[src/rtl/z2hb_pkg.sv]
package z2hb_pkg;

    localparam int TIME_LEN_DEF  = 40;
    localparam int SPACE_LEN_DEF = 10;

    // sigmoid table, Q0.16 entries over x in [-8, 8)
    localparam int SIG_ENTRIES = 256;
    localparam int SIG_IDX_W   = $clog2(SIG_ENTRIES);

    // read sequence codes: row of c, row of c+u, then per other direction v
    // (j = 0..2) the rows c-v, c-v+u and c+v
    localparam logic [3:0] RD_C    = 4'd0;
    localparam logic [3:0] RD_CU   = 4'd1;
    localparam logic [3:0] RD_MV0  = 4'd2;
    localparam logic [3:0] RD_MVU0 = 4'd3;
    localparam logic [3:0] RD_PV0  = 4'd4;
    localparam logic [3:0] RD_MV1  = 4'd5;
    localparam logic [3:0] RD_MVU1 = 4'd6;
    localparam logic [3:0] RD_PV1  = 4'd7;
    localparam logic [3:0] RD_MV2  = 4'd8;
    localparam logic [3:0] RD_MVU2 = 4'd9;
    localparam logic [3:0] RD_PV2  = 4'd10;
    localparam logic [3:0] RD_LAST = RD_PV2;

    typedef struct packed {
        logic       load;
        logic       reduce;
        logic       clr;
        logic       rd_en;
        logic [3:0] rd_sel;
        logic       sum;
        logic       mul;
        logic       decide;
    } cmd_t;

    typedef struct packed {
        logic in_range;
        logic clr_last;
        logic func;
    } sts_t;

    typedef struct packed {
        logic [1:0] j;
        logic       inc_u;
        logic       dec_v;
        logic       inc_v;
    } rd_dec_t;

    function automatic rd_dec_t rd_decode(input logic [3:0] sel);
        rd_dec_t d;
        d = '0;
        case (sel)
            RD_C:    ;
            RD_CU:   d.inc_u = 1'b1;
            RD_MV0:  begin d.j = 2'd0; d.dec_v = 1'b1; end
            RD_MVU0: begin d.j = 2'd0; d.dec_v = 1'b1; d.inc_u = 1'b1; end
            RD_PV0:  begin d.j = 2'd0; d.inc_v = 1'b1; end
            RD_MV1:  begin d.j = 2'd1; d.dec_v = 1'b1; end
            RD_MVU1: begin d.j = 2'd1; d.dec_v = 1'b1; d.inc_u = 1'b1; end
            RD_PV1:  begin d.j = 2'd1; d.inc_v = 1'b1; end
            RD_MV2:  begin d.j = 2'd2; d.dec_v = 1'b1; end
            RD_MVU2: begin d.j = 2'd2; d.dec_v = 1'b1; d.inc_u = 1'b1; end
            RD_PV2:  begin d.j = 2'd2; d.inc_v = 1'b1; end
            default: ;
        endcase
        return d;
    endfunction

    // j-th direction other than u, ascending
    function automatic logic [1:0] dir_of(input logic [1:0] j, input logic [1:0] u);
        return (j >= u) ? j + 2'd1 : j;
    endfunction

    // restoring division, elaboration only
    function automatic logic [63:0] udiv64(input logic [63:0] n, input logic [63:0] d);
        logic [64:0] r;
        logic [63:0] q;
        r = '0;
        q = '0;
        for (int b = 63; b >= 0; b--) begin
            r = {r[63:0], n[b]};
            if (r >= {1'b0, d}) begin
                r = r - {1'b0, d};
                q[b] = 1'b1;
            end
        end
        return q;
    endfunction

    function automatic logic [15:0] sig_at(input int i);
        longint      m;
        logic [63:0] one, ax, s, s2, s3, s4, e, den, num, p;
        one = 64'd1 << 30;
        m   = -longint'(32768) + longint'(((2 * i + 1) * 32768) / SIG_ENTRIES);
        ax  = (m < 0) ? 64'(-m) : 64'(m);
        s   = ax << 10;
        s2  = (s * s) >> 30;
        s3  = (s2 * s) >> 30;
        s4  = (s3 * s) >> 30;
        e   = one - s + s2 / 2 - s3 / 6 + s4 / 24;
        for (int k = 0; k < 8; k++) begin
            e = (e * e) >> 30;
        end
        den = one + e;
        num = (m < 0) ? e : one;
        p   = udiv64((num << 16) + (den >> 1), den);
        if (p > 64'd65535) begin
            p = 64'd65535;
        end
        return p[15:0];
    endfunction

    typedef logic [15:0] sig_tab_t [SIG_ENTRIES];

    function automatic sig_tab_t sig_build();
        sig_tab_t t;
        for (int i = 0; i < SIG_ENTRIES; i++) begin
            t[i] = sig_at(i);
        end
        return t;
    endfunction

    localparam sig_tab_t SIG_TABLE = sig_build();

endpackage

[src/rtl/z2hb_ctrl.sv]
module z2hb_ctrl (
    input  logic            clk,
    input  logic            rst_n,
    input  logic            start,
    input  z2hb_pkg::sts_t  sts,
    output logic            busy,
    output z2hb_pkg::cmd_t  cmd
);

    typedef enum logic [2:0] {
        ST_CLEAR,
        ST_IDLE,
        ST_REDUCE,
        ST_READ,
        ST_WAIT,
        ST_SUM,
        ST_MUL,
        ST_DECIDE
    } state_t;

    state_t     state_reg, state_next;
    logic [3:0] rd_cnt_reg, rd_cnt_next;

    always_comb
    begin
        state_next  = state_reg;
        rd_cnt_next = rd_cnt_reg;
        cmd         = '0;
        case (state_reg)
            ST_CLEAR:
            begin
                cmd.clr = 1'b1;
                if (sts.clr_last)
                begin
                    state_next = ST_IDLE;
                end
            end
            ST_IDLE:
            begin
                if (start)
                begin
                    cmd.load   = 1'b1;
                    state_next = ST_REDUCE;
                end
            end
            ST_REDUCE:
            begin
                cmd.reduce = 1'b1;
                if (sts.in_range)
                begin
                    rd_cnt_next = z2hb_pkg::RD_C;
                    state_next  = ST_READ;
                end
            end
            ST_READ:
            begin
                cmd.rd_en  = 1'b1;
                cmd.rd_sel = rd_cnt_reg;
                // a write request only needs the row of its own site
                if (rd_cnt_reg == (sts.func ? z2hb_pkg::RD_C : z2hb_pkg::RD_LAST))
                begin
                    state_next = ST_WAIT;
                end
                else
                begin
                    rd_cnt_next = rd_cnt_reg + 4'd1;
                end
            end
            ST_WAIT:
            begin
                state_next = sts.func ? ST_DECIDE : ST_SUM;
            end
            ST_SUM:
            begin
                cmd.sum    = 1'b1;
                state_next = ST_MUL;
            end
            ST_MUL:
            begin
                cmd.mul    = 1'b1;
                state_next = ST_DECIDE;
            end
            ST_DECIDE:
            begin
                cmd.decide = 1'b1;
                state_next = ST_IDLE;
            end
            default:
            begin
                state_next = ST_IDLE;
            end
        endcase
    end

    always_ff @(posedge clk or negedge rst_n)
    begin
        if (!rst_n)
        begin
            state_reg  <= ST_CLEAR;
            rd_cnt_reg <= '0;
        end
        else
        begin
            state_reg  <= state_next;
            rd_cnt_reg <= rd_cnt_next;
        end
    end

    assign busy = (state_reg != ST_IDLE);

    a_rd_range: assert property (@(posedge clk) disable iff (!rst_n)
        (state_reg == ST_READ) |-> (rd_cnt_reg <= z2hb_pkg::RD_LAST))
        else $error("read counter past sequence end");

    a_busy_end: assert property (@(posedge clk) disable iff (!rst_n)
        $fell(busy) |-> ($past(state_reg) == ST_DECIDE || $past(state_reg) == ST_CLEAR))
        else $error("busy dropped outside decide or clear");

endmodule

[config.mk]
export PLATFORM = sky130hd
export DESIGN_NAME = z2hb_ctrl
export DESIGN_NICKNAME = d
export VERILOG_FILES = /design/src/rtl/z2hb_pkg.sv /design/src/rtl/z2hb_ctrl.sv
export SDC_FILE = /design/constraint.sdc
export NUM_CORES = 1
export LEC_CHECK = 0
export ABC_AREA = 1
export BUFFER_PORTS_ARGS = -buffer_cell sky130_fd_sc_hd__buf_2
export CAP_MARGIN = 15
export CORE_AREA = 4 4 41 43
export CTS_CLUSTER_DIAMETER = 150
export DETAILED_ROUTE_END_ITERATION = 10
export DIE_AREA = 0 0 45 47
export GPL_ROUTABILITY_DRIVEN = 0
export PLACE_DENSITY = 0.75
export SLEW_MARGIN = 0
export SYNTH_ARGS = -nofsm -noshare
export SYNTH_HDL_FRONTEND = slang
export SYNTH_SLANG_ARGS = --single-unit
[constraint.sdc]
create_clock -name clk -period 2.3 [get_ports clk]
set_input_delay 0.345 -clock clk [delete_from_list [all_inputs] [get_ports clk]]
set_output_delay 0.345 -clock clk [all_outputs]
set_load 0.1 [all_outputs]
Yosys cells after proc, flatten, opt, wreduce, memory -nomap -nowiden
Index checks and enable logic that the tools add are counted.

storage, ports and cells
  register bits = 7
  output and inout port bits = 12
  logic and storage cells = 39

cells by class
  add/sub/neg operators = 1
  equality and inequality tests = 14
  multiplexer cells = 18
  reduce and logical (&&, ||, !) cells = 4

operator list
  cell                                                                     count
  3-bit one-hot mux with 8 select lines                                    1
  3-bit equality test, second input constant                               4
  3-bit 2-to-1 mux                                                         4
  4-bit 2-to-1 mux                                                         3
  2-bit inequality test, second input constant                             5
  4-bit one-hot mux with 2 select lines                                    1
  1-bit 2-to-1 mux                                                         7
  3-bit by 2-bit equality test with 1-bit output, second input constant    2
  5-bit 2-to-1 mux                                                         1
  4-bit by 1-bit adder with 4-bit output, second input constant            1
  4-bit equality test                                                      1
  4-bit AND reduction                                                      1
  3-bit by 1-bit equality test with 1-bit output, second input constant    1
  3-bit zero test                                                          1
  3-bit by 1-bit inequality test with 1-bit output, second input constant  1
  3-bit AND reduction                                                      1
  2-bit 2-to-1 mux                                                         1
  2-bit nonzero test                                                       1

Logic depth before layout (Yosys ltp)
Gate-level depths: netlist of the first run.

  word-level depth = 4
  mapped depth = 8
  gate-level depth less buffers = 8

Least setup slack after synthesis of the first run
No wires, ideal clock.

  kind = flip-flop to output port
  from = reg state_reg[2]
  to = out cmd[10] (netlist name)
  arrival time = 2.769 ns
  required time = 1.955 ns
  slack = -0.814 ns
  cell stages (with the launch flop) = 5
  buffers on the path = 1
  cell sequence = dfrtp_1 > buf_2 > nor2_1 > nand2_1 > nor2_1

RTL lines
  what                      RTL line          source
  start: declaration        z2hb_ctrl.sv:21   state_t state_reg, state_next;
  start signal: assignment  z2hb_ctrl.sv:104  state_reg <= state_next;
  end: declaration          z2hb_ctrl.sv:7    output z2hb_pkg::cmd_t cmd

==> results of run 1 <==
[cell type report]
class | count | area, sq um | area share
Clock buffer | 4 | 26.3 | 0.0358
Inverter | 14 | 57.6 | 0.0784
Multi-Input combinational cell | 62 | 362 | 0.492
Sequential cell | 7 | 175 | 0.239
Tap cell | 15 | 18.8 | 0.0256
Timing Repair Buffer | 18 | 95.1 | 0.129
[cells in the mapped netlist (all sizes together)]
library cell,n,share of area
ha,1,0.021
xnor2,1,0.015
inv,13,0.082
dfrtp,7,0.30
nand3b,1,0.013
nor3,2,0.017
o21ai,2,0.017
nand3,7,0.068
a31oi,1,0.011
nand2,27,0.22
clkinv,1,0.015
nor2,15,0.14
nand4,5,0.078
buf,2,0.017
[kinds of logic (layout without fill, tap and decap cells)]
family                   count (synthesis)  in the layout  share of synthesized area
adder cells (fa/ha/maj)                  1              1                     0.0211
AND/OR/NAND/NOR                         57             57                      0.526
AO/OA/AOI/OAI                            3              3                     0.0275
flip-flops                               7              7                      0.296
XOR/XNOR                                 1              1                     0.0148
buffers and inverters                   16             36                      0.114
[path summary, 6_finish.rpt]
kind	startpoint	end	slack [ps]	depth (start not counted)
worst max-delay path	state_reg[0]	cmd[4]	280	5
worst min-delay path	rst_n	state_reg[2]	450	2
worst max register to register	state_reg[2]	rd_cnt_reg[3]	970	7
worst min register to register	rd_cnt_reg[3]	rd_cnt_reg[3]	580	2
max in group asynchronous	rst_n	rd_cnt_reg[2]	1690	2
min in group clk	sts[2]	state_reg[1]	450	4
[per-stage QoR]
stage          setup WS [ps]  hold WS, ps
5_1_grt                  193          469
6_report                 284          451
4_1_cts                  267          440
3_5_place_dp             554          187
3_3_place_gp             606          188
2_1_floorplan           -400         49.4
[metal layers]
metal	wire length (microns)	up-vias	part of all wire	track usage
met3	71	2	0.054	0.0230
met1	619	255	0.47	0.186
met5	0	-	0	0
met4	27	0	0.021	0.105
met2	590	20	0.45	0.198
li1	-	309	-	-
[worst reg2reg max path, stage by stage, from the launching register on]
cell and delay, ps:
dfrtp_1 610, nor2_4 120, nand2_4 90, clkinv_4 70
nand2_8 70, nand3_2 110, nand2_1 80, nand2_1 60
==> reports/qor.yml, run 1 <==
timing:
  max_freq_mhz: 496
  max_slew.worst_pin.slew_ps: 490
  skew_ps: 2.79
  finalSetupTns_ps: 0
  maxSlewViolCount: 0
  fin_crit_sh: 0.876
  hold_viol: 0
  layout_min_cycle_time_ps: 2020
  rsz0062_at_grt: "no"
  setup_viol_count_final: 0
  slew_headroom: 0.676
clock_network:
  cts_sinks: 7
  numCtsBuffers: 3
  clk_latency_ps: 250
  cts_max_level: 1
  cts_resized: 0
  cts_buffer_depth: 2
  clkTransAtPathRegs_ps: 60
  cts-root-buf: "clkbuf_4"
  postCtsHoldBufs: 1
  cts_tree: "yes"
  cts_setup_buffers: 0
floorplanning:
  die_y_microns: 47
  fp.dieW_microns: 45
  core_area_sq_um: 1300
  dieArea_sq_um: 2120
  io_pins: 18
  start_util: 0.455
  rows: 13
route:
  vias_per_cell: 4.88
  drc: 0
  drtAntennaViolNets: 0
  avgRoutedWirePerCell_microns: 10.9
  drt_first_pass_iters: 4
  route.vias.total: 586
  first_iter_violations: 25
  totalWireLength_mm: 1.31
grt:
  grt_first_pass_wirelength_mm: 2.06
  overflow: 0
  grt_max_degree: 9
  grt_pass1_vias: 496
  antenna_found_initial: 0
  grtUsageTotal: 0.139
worst_setup_path:
  cp_top_family: "buffers and inverters"
  required_ps: 1960
  cp_cell_sequence: "nand2_2 -> nor2_8 -> inv_2 -> nor2_1 -> buf_2"
  crit_path_end_kind: "output pin"
  crit_fanout: 8
  critPathBufInv: 2
  arrival_ps: 1670
  crit_path_max_incr_delay_ps: 500
  worstSetupPathType: "flip-flop to output pin"
  slowest_stage: "dfrtp_1"
  crit_path_start_kind: "flip-flop"
cells_and_area:
  fin_cells: 120
  layout.cells.most_common_list: "nand2_1 (24), buf_2 (17), nor2_1 (12), inv_1 (11), dfrtp_1 (7)"
  drive_gt1_frac: 0.314
  largest_reg_flops: 4
  mostFrequentLayoutCell: "nand2_1"
  num-fill-cells: 115
  diodes: 0
  nets: 113
  stdcell_area_sq_um: 734
  postLayoutCoreUtil: 0.564
  area_growth_pct: 24.1
yosys:
  syn_area_sq_um: 592
  ys_ff_latch: 7
  syn_inst: 85
  synth_fp_nets: 92
  yosys.cell_types.count: 23
  synth.avg_cell_area_sq_um: 6.96
  yosysWarnings: 0
  ys_seq_area_frac: 0.296
placed_design:
  dpl.cell_count: 115
  io_buffers: 17
  placed_cell_area_sq_um: 698
  dp_hpwl_mm: 1.02
job:
  drv_cap: 0
min_path:
  hp-class: "primary input to asynchronous set/reset pin"
outcome:
  status: "finished clean"
Power of run 1 is left out: the tool's default activity adds up to more than one toggle a clock period on the data nets, which glitch-free logic cannot reach.
==> run 2: changes to the inputs <==
--- a/config.mk
+++ b/config.mk
@@ -14,6 +14,7 @@
 export DIE_AREA = 0 0 45 47
 export GPL_ROUTABILITY_DRIVEN = 0
 export PLACE_DENSITY = 0.75
+export SETUP_SLACK_MARGIN = 0.4
 export SLEW_MARGIN = 0
 export SYNTH_ARGS = -nofsm -noshare
 export SYNTH_HDL_FRONTEND = slang
==> run 2 against run 1 <==
Compared with the run above:
- worst setup slack improved by 220 ps
- global-route usage is 0.26 points higher
- maximum frequency rose by 12%
- register-to-register slack better by 50 ps
- wire length down 3.7%
- critical path depth did not move
- non-clock buffer count stayed put
- largest cell class unchanged
==> reports/qor.yml, run 2 (synthesis gave the netlist of run 1 again) <==
cells_and_area:
  regArea_sq_um: 179  # +2.1%
  multi_input_area_sq_um: 412  # +14%
  num-fill-cells: 135  # +17%
  layout.cells.most_common_list: "nand2_1 (23), inv_1 (11), buf_4 (10), buf_2 (7)"
  nets: 113  # unchanged
  diodes: 0  # unchanged
  drive_gt1_frac: 0.419  # +0.105
  area_growth_pct: 38.3
  largest_reg_flops: 4  # unchanged
  mostFrequentLayoutCell: "nand2_1"
route:
  route.vias.total: 582  # -0.68%
  avgRoutedWirePerCell_microns: 10.5  # -3.7%
  drt_first_pass_iters: 4  # unchanged
  totalWireLength_mm: 1.26  # -3.7%
  drc: 0  # unchanged
  drtAntennaViolNets: 0  # unchanged
  first_iter_violations: 11  # -56%
  vias_per_cell: 4.85  # -0.68%
worst_setup_path:
  worstRegToRegCells: 6  # -1
  worstSetupPathType: "flip-flop to output pin"
  rrSetupSlack_ps: 1020  # +50 ps
  crit_path_end_kind: "output pin"
  worstReg2RegEnd: "state_reg[0]"
  arrival_ps: 1450  # -220 ps
  r2r_start: "rd_cnt_reg[1]"
  crit_path_start_kind: "flip-flop"
  crit_fanout: 8  # unchanged
  required_ps: 1960  # about the same
timing:
  setup_viol_count_final: 0  # unchanged
  max_freq_mhz: 557  # +12%
  maxSlewViolCount: 0  # unchanged
  finalSetupTns_ps: 0  # unchanged
  slew_headroom: 0.679  # +0.00321
  fin_crit_sh: 0.781  # -0.0955
  skew_ps: 0.934  # -1.86 ps
  max_slew.worst_pin.slew_ps: 485  # -4.85 ps
  rsz0062_at_grt: "no"
  layout_min_cycle_time_ps: 1800  # -220 ps
  hold_viol: 0  # unchanged
grt:
  antenna_found_initial: 0  # unchanged
  grt_first_pass_wirelength_mm: 2.18  # +6.0%
  grt_max_degree: 9  # unchanged
  grt_pass1_vias: 522  # +5.2%
  overflow: 0  # unchanged
  grtUsageTotal: 0.141  # +0.00261
clock_network:
  cts_setup_buffers: 0  # unchanged
  cts_sinks: 7  # unchanged
  clkTransAtPathRegs_ps: 50  # about the same
  cts_tree: "yes"
  numCtsBuffers: 3  # unchanged
  cts_buffer_depth: 2  # unchanged
  clk_latency_ps: 240  # about the same
  cts_max_level: 1  # unchanged
  cts-root-buf: "clkbuf_4"
floorplanning:
  fp.dieW_microns: 45  # unchanged
  rows: 13  # unchanged
  core_area_sq_um: 1300  # unchanged
  start_util: 0.455  # unchanged
  dieArea_sq_um: 2120  # unchanged
  die_y_microns: 47  # unchanged
  io_pins: 18  # unchanged
placed_design:
  dp_hpwl_mm: 1.05  # +2.5%
  io_buffers: 17  # unchanged
job:
  drv_cap: 0  # unchanged
outcome:
  status: "finished clean"
min_path:
  hp-class: "primary input to asynchronous set/reset pin"
run 2: cell types whose count changed in the layout (fill, tap and decap cells not counted):
cell	delta
nand2_4	+1
dfrtp_1	-3
buf_2	-10
nor2_1	-7
nor2_4	+5
buf_4	+10
inv_2	-1
inv_6	+1
dfrtp_2	+3
nand2_1	-1
nor2_2	+2
run 2: worst max-delay path: stages, from the launching register on:
cell,delay [ps]
dfrtp_2,460
nand2_4,110
nor2_8,170
inv_6,80
nor2_4,90
buf_4,280
run 2: metal layers:
metal | share of wire | vias up | global-route usage
li1 | - | 309 | -
met1 | 0.44 | 262 | 0.180
met2 | 0.52 | 9 | 0.232
met3 | 0.034 | 2 | 0.0230
met4 | 0.011 | 0 | 0.0702
met5 | 0 | - | 0
run 2: worst max-delay path by stage:
stage	end	startpoint	cells past startpoint	slack (ps)
floorplan	cmd[2]	state_reg[2]	3	150
global placement	cmd[3]	state_reg[0]	5	550
detailed placement	cmd[3]	state_reg[0]	5	520
CTS	cmd[10]	state_reg[2]	4	400
global route	cmd[3]	state_reg[0]	5	420
finish	cmd[3]	state_reg[0]	5	500
run 2: what timing repair did:
action	4_1_cts	5_1_grt
hold buffers	1	0
resized for setup	11	2
endpoints found under the hold margin	7	0
endpoints found under the setup margin	11	2
run 2: layout make-up:
cell class	instances	area share
multi-input cells	62	0.503
flip-flops and latches	7	0.219
repair buffers	18	0.147
inverters	14	0.0765
clock buffers	4	0.0321
well taps	15	0.0229
run 2: through the flow:
stage	cells	worst slack, ps	hold WS [ps]	util	cell area [sq um]
after floorplan	85	154	49.4	-	664
after global placement	115	551	177	0.578	752
after detailed placement	115	522	176	0.578	752
after CTS	120	403	444	0.626	815
after global routing	120	425	493	0.629	818
final	120	504	460	0.629	818
Power of run 2 is left out for the same reason.
==> run 3: changes to the inputs <==
--- a/config.mk
+++ b/config.mk
@@ -8,12 +8,12 @@
 export ABC_AREA = 1
 export BUFFER_PORTS_ARGS = -buffer_cell sky130_fd_sc_hd__buf_2
 export CAP_MARGIN = 15
-export CORE_AREA = 4 4 41 43
+export CORE_MARGIN = 4
+export CORE_UTILIZATION = 44
 export CTS_CLUSTER_DIAMETER = 150
 export DETAILED_ROUTE_END_ITERATION = 10
-export DIE_AREA = 0 0 45 47
 export GPL_ROUTABILITY_DRIVEN = 0
-export PLACE_DENSITY = 0.75
+export PLACE_DENSITY = 0.77
 export SETUP_SLACK_MARGIN = 0.4
 export SLEW_MARGIN = 0
 export SYNTH_ARGS = -nofsm -noshare
==> constraint.sdc (replaced) <==
create_clock -name clk -period 1.6 [get_ports clk]
set_input_delay 0.24 -clock clk [delete_from_list [all_inputs] [get_ports clk]]
set_output_delay 0.24 -clock clk [all_outputs]
set_load 0.1 [all_outputs]
==> run 3 against run 2 <==
Compared with the run above:
- the run now fails in global routing (5_1_grt)
- synthesized cell count unchanged
- area after synthesis unchanged
==> reports/qor.yml, run 3 <==
timing:
  endpoint_type: "output port"
  postGrtWorstEndpoint: "cmd[2]"
yosys:
  synth_async_sr_flop_share: 1.00  # unchanged
  yosys.cell_types.count: 23  # unchanged
  synth_edf_count: 0  # unchanged
  synth_top_area_share: 0.296  # unchanged
  ys_seq_area_frac: 0.296  # unchanged
  synth.area.top_cells: "dfrtp_1 (30%), nand2_1 (15%), nor2_1 (8.2%)"
  yosysMostFrequentCell: "nand2_1"
  yosysWarnings: 0  # unchanged
  synth_top_flop_cell: "dfrtp_1"
  synth_common_cells: "nand2_1 (24), nor2_1 (13), inv_1 (11), dfrtp_1 (7), nand3_1 (6)"
  syn_inst: 85  # unchanged
  ys_ff_latch: 7  # unchanged
  synth.avg_cell_area_sq_um: 6.96  # unchanged
  yosysTopAreaCell: "dfrtp_1"
  synth_fp_nets: 92  # unchanged
  syn_area_sq_um: 592  # unchanged
clock_network:
  cts_buffer_depth: 2  # unchanged
  cts_max_level: 1  # unchanged
  cts-root-buf: "clkbuf_4"
  cts_sinks: 7  # unchanged
  numCtsBuffers: 3  # unchanged
placed_design:
  dp_hpwl_mm: 1.13  # +7.5%
  io_buffers: 17  # unchanged
floorplanning:
  die_y_microns: 44.7  # -4.9%
  fp.dieW_microns: 44.7  # -0.72%
  io_pins: 18  # unchanged
  start_util: 0.499  # +0.0441
  rows: 12  # -1
grt:
  grt_max_degree: 9
outcome:
  haltStage: "global routing (5_1_grt)"
  status: "aborted with a tool error"
  stop_error: "[ERROR DPL-0038] Utilization greater than 100%, impossible to legalize"
[run 3: cell counts after synthesis]
Identical to the previous run, type by type.
[run 3: cell families after synthesis]
kind of cell | count (synthesis) | synth area share
and+or+nand+nor | 57 | 0.526
buffers and inverters | 16 | 0.114
DFF | 7 | 0.296
AOI/OAI and AO/OA | 3 | 0.0275
xor gates and xnor gates | 1 | 0.0148
adders and majority gates | 1 | 0.0211
[run 3: repair_timing]
| item | CTS |
|---|---|
| buffers inserted | 8 |
| hold buffers | 1 |
| gates resized for setup | 8 |
| endpoints found under the setup margin | 18 |
| pin swaps | 8 |
| hold endpoints to repair | 7 |
[run 3: stage by stage]
stage / cells / instance area, sq um / worst slack (ps) / utilization / hold slack [ps]
CTS: 128 / 1090 / 56.1 / 0.918 / 334
detailed placement: 115 / 963 / 146 / 0.812 / 78.9
floorplan: 85 / 696 / -223 / - / -55.6
global placement: 115 / 963 / 172 / 0.812 / 75.2
==> run 4: changes to the inputs <==
--- a/config.mk
+++ b/config.mk
@@ -8,13 +8,11 @@
 export ABC_AREA = 1
 export BUFFER_PORTS_ARGS = -buffer_cell sky130_fd_sc_hd__buf_2
 export CAP_MARGIN = 15
-export CORE_MARGIN = 4
-export CORE_UTILIZATION = 44
-export CTS_CLUSTER_DIAMETER = 150
+export CORE_AREA = 4 4 65 67
 export DETAILED_ROUTE_END_ITERATION = 10
+export DIE_AREA = 0 0 69 71
 export GPL_ROUTABILITY_DRIVEN = 0
-export PLACE_DENSITY = 0.77
-export SETUP_SLACK_MARGIN = 0.4
+export PLACE_DENSITY_LB_ADDON = 0.15
 export SLEW_MARGIN = 0
 export SYNTH_ARGS = -nofsm -noshare
 export SYNTH_HDL_FRONTEND = slang
==> constraint.sdc (replaced) <==
create_clock -name clk -period 2.1 [get_ports clk]
set_input_delay 0.315 -clock clk [delete_from_list [all_inputs] [get_ports clk]]
set_output_delay 0.315 -clock clk [all_outputs]
set_load 0.1 [all_outputs]
==> run 4 against run 3 <==
Compared with the run above:
- the flow now finishes without violations
==> reports/qor.yml, run 4 (synthesis gave the netlist of run 1 again) <==
worst_setup_path:
  worstSetupPathType: "flip-flop to output pin"
  crit_path_start_kind: "flip-flop"
  required_ps: 1780
  critPathLaunch: "state_reg[0]"
  r2r_start: "state_reg[2]"
  cp_cell_sequence: "nand2_2 -> nor2_8 -> inv_2 -> nor2_1 -> buf_2"
  arrival_ps: 1640
  crit_path_end_kind: "output pin"
  slowest_stage: "dfrtp_1"
  crit_fanout: 8
  crit_path_max_incr_delay_ps: 480
placed_design:
  post-place-ws_ps: 380  # +234 ps
  io_buffers: 17  # unchanged
  dp_hpwl_mm: 1.22  # +8.0%
cells_and_area:
  mostFrequentLayoutCell: "nand2_1"
  multi_input_area_sq_um: 362
  regArea_sq_um: 175
  diodes: 0
  drive_gt1_frac: 0.314
  nets: 113
  postLayoutCoreUtil: 0.219
  largest_reg_flops: 4
  num-fill-cells: 433
  area_growth_pct: 34.2
  layout.cells.most_common_list: "nand2_1 (24), buf_2 (17), nor2_1 (12), inv_1 (11), dfrtp_1 (7)"
route:
  drtAntennaViolNets: 0
  totalWireLength_mm: 1.46
  highest_layer: "met4"
  drc: 0
  wl_met2_microns: 638
  route.vias.total: 573
  vias_per_cell: 3.75
  drt-met1-wl_microns: 748
  met3WireLength_microns: 63
  drt_first_pass_iters: 4
  avgRoutedWirePerCell_microns: 9.54
  first_iter_violations: 17
clock_network:
  cts_tree: "yes"
  clkTransAtPathRegs_ps: 40
  numCtsBuffers: 3  # unchanged
  cts_max_level: 1  # unchanged
  cts_setup_buffers: 0  # -8
  clk_latency_ps: 220
  cts_buffer_depth: 2  # unchanged
  cts_sinks: 7  # unchanged
  cts_resized: 0  # -8
  cts-root-buf: "clkbuf_8"
floorplanning:
  dieArea_sq_um: 4900
  rows: 22  # +10
  core_area_sq_um: 3630
  start_util: 0.163  # -0.336
  die_y_microns: 71  # +59%
  io_pins: 18  # unchanged
  fp.dieW_microns: 69  # +54%
grt:
  grt_pass1_vias: 589
  overflow: 0
  grt_first_pass_wirelength_mm: 2.52
  antenna_found_initial: 0
  grt_max_degree: 9
  grtUsageTotal: 0.0635
job:
  drv_cap: 0
timing:
  hold_viol: 0
  fin_crit_sh: 0.930
  rsz0062_at_grt: "no"
  setup_slack_ps: 147
  skew_ps: 3.22
  setup_viol_count_final: 0
  finalSetupTns_ps: 0
  max_slew.worst_pin.slew_ps: 489
  maxSlewViolCount: 0
  slew_headroom: 0.676
  layout_min_cycle_time_ps: 1950
  max_freq_mhz: 512
outcome:
  status: "finished clean"
min_path:
  hp-class: "primary input to asynchronous set/reset pin"
run 4: path summary, 6_finish.rpt:
| path | end | slack, ps | depth (start not counted) |
|---|---|---|---|
| max reg2reg | rd_cnt_reg[3] | 780 | 7 |
| max in group asynchronous | rd_cnt_reg[0] | 1480 | 2 |
| min in group clk | state_reg[1] | 460 | 4 |
| max | cmd[3] | 150 | 5 |
| min | state_reg[0] | 460 | 2 |
| min reg2reg | rd_cnt_reg[3] | 570 | 2 |
run 4: stage by stage:
| stage | instances | area [sq um] | hold WS (ps) |
|---|---|---|---|
| after floorplan | 85 | 604 | 19.4 |
| after global placement | 148 | 739 | 165 |
| after detailed placement | 148 | 739 | 168 |
| after CTS | 153 | 795 | 463 |
| after global routing | 153 | 795 | 470 |
| final | 153 | 795 | 456 |
run 4: final cells by class:
| class | instances | share of cell area |
|---|---|---|
| Timing Repair Buffer | 18 | 0.120 |
| Inverter | 14 | 0.0724 |
| Clock buffer | 4 | 0.0567 |
| Multi-Input combinational cell | 62 | 0.455 |
| Tap cell | 48 | 0.0756 |
| Sequential cell | 7 | 0.220 |
run 4: what timing repair did:
| action | in CTS | in global routing |
|---|---|---|
| hold buffers | 1 | 0 |
| hold endpoints to repair | 7 | 0 |
| setup endpoints to repair | 0 | 0 |
run 4: layer usage:
metal | global-route usage | vias up
li1 | - | 307
met1 | 0.0816 | 256
met2 | 0.0943 | 8
met3 | 0.0213 | 2
met4 | 0.0325 | 0
met5 | 0 | -
run 4: critical path: cells and delay by family (launching register included):
family	cells	cell delay (ps)
flip-flops	1	480
AND/OR/NAND/NOR	3	400
buffers and inverters	2	520
Power of run 4 is left out for the same reason.
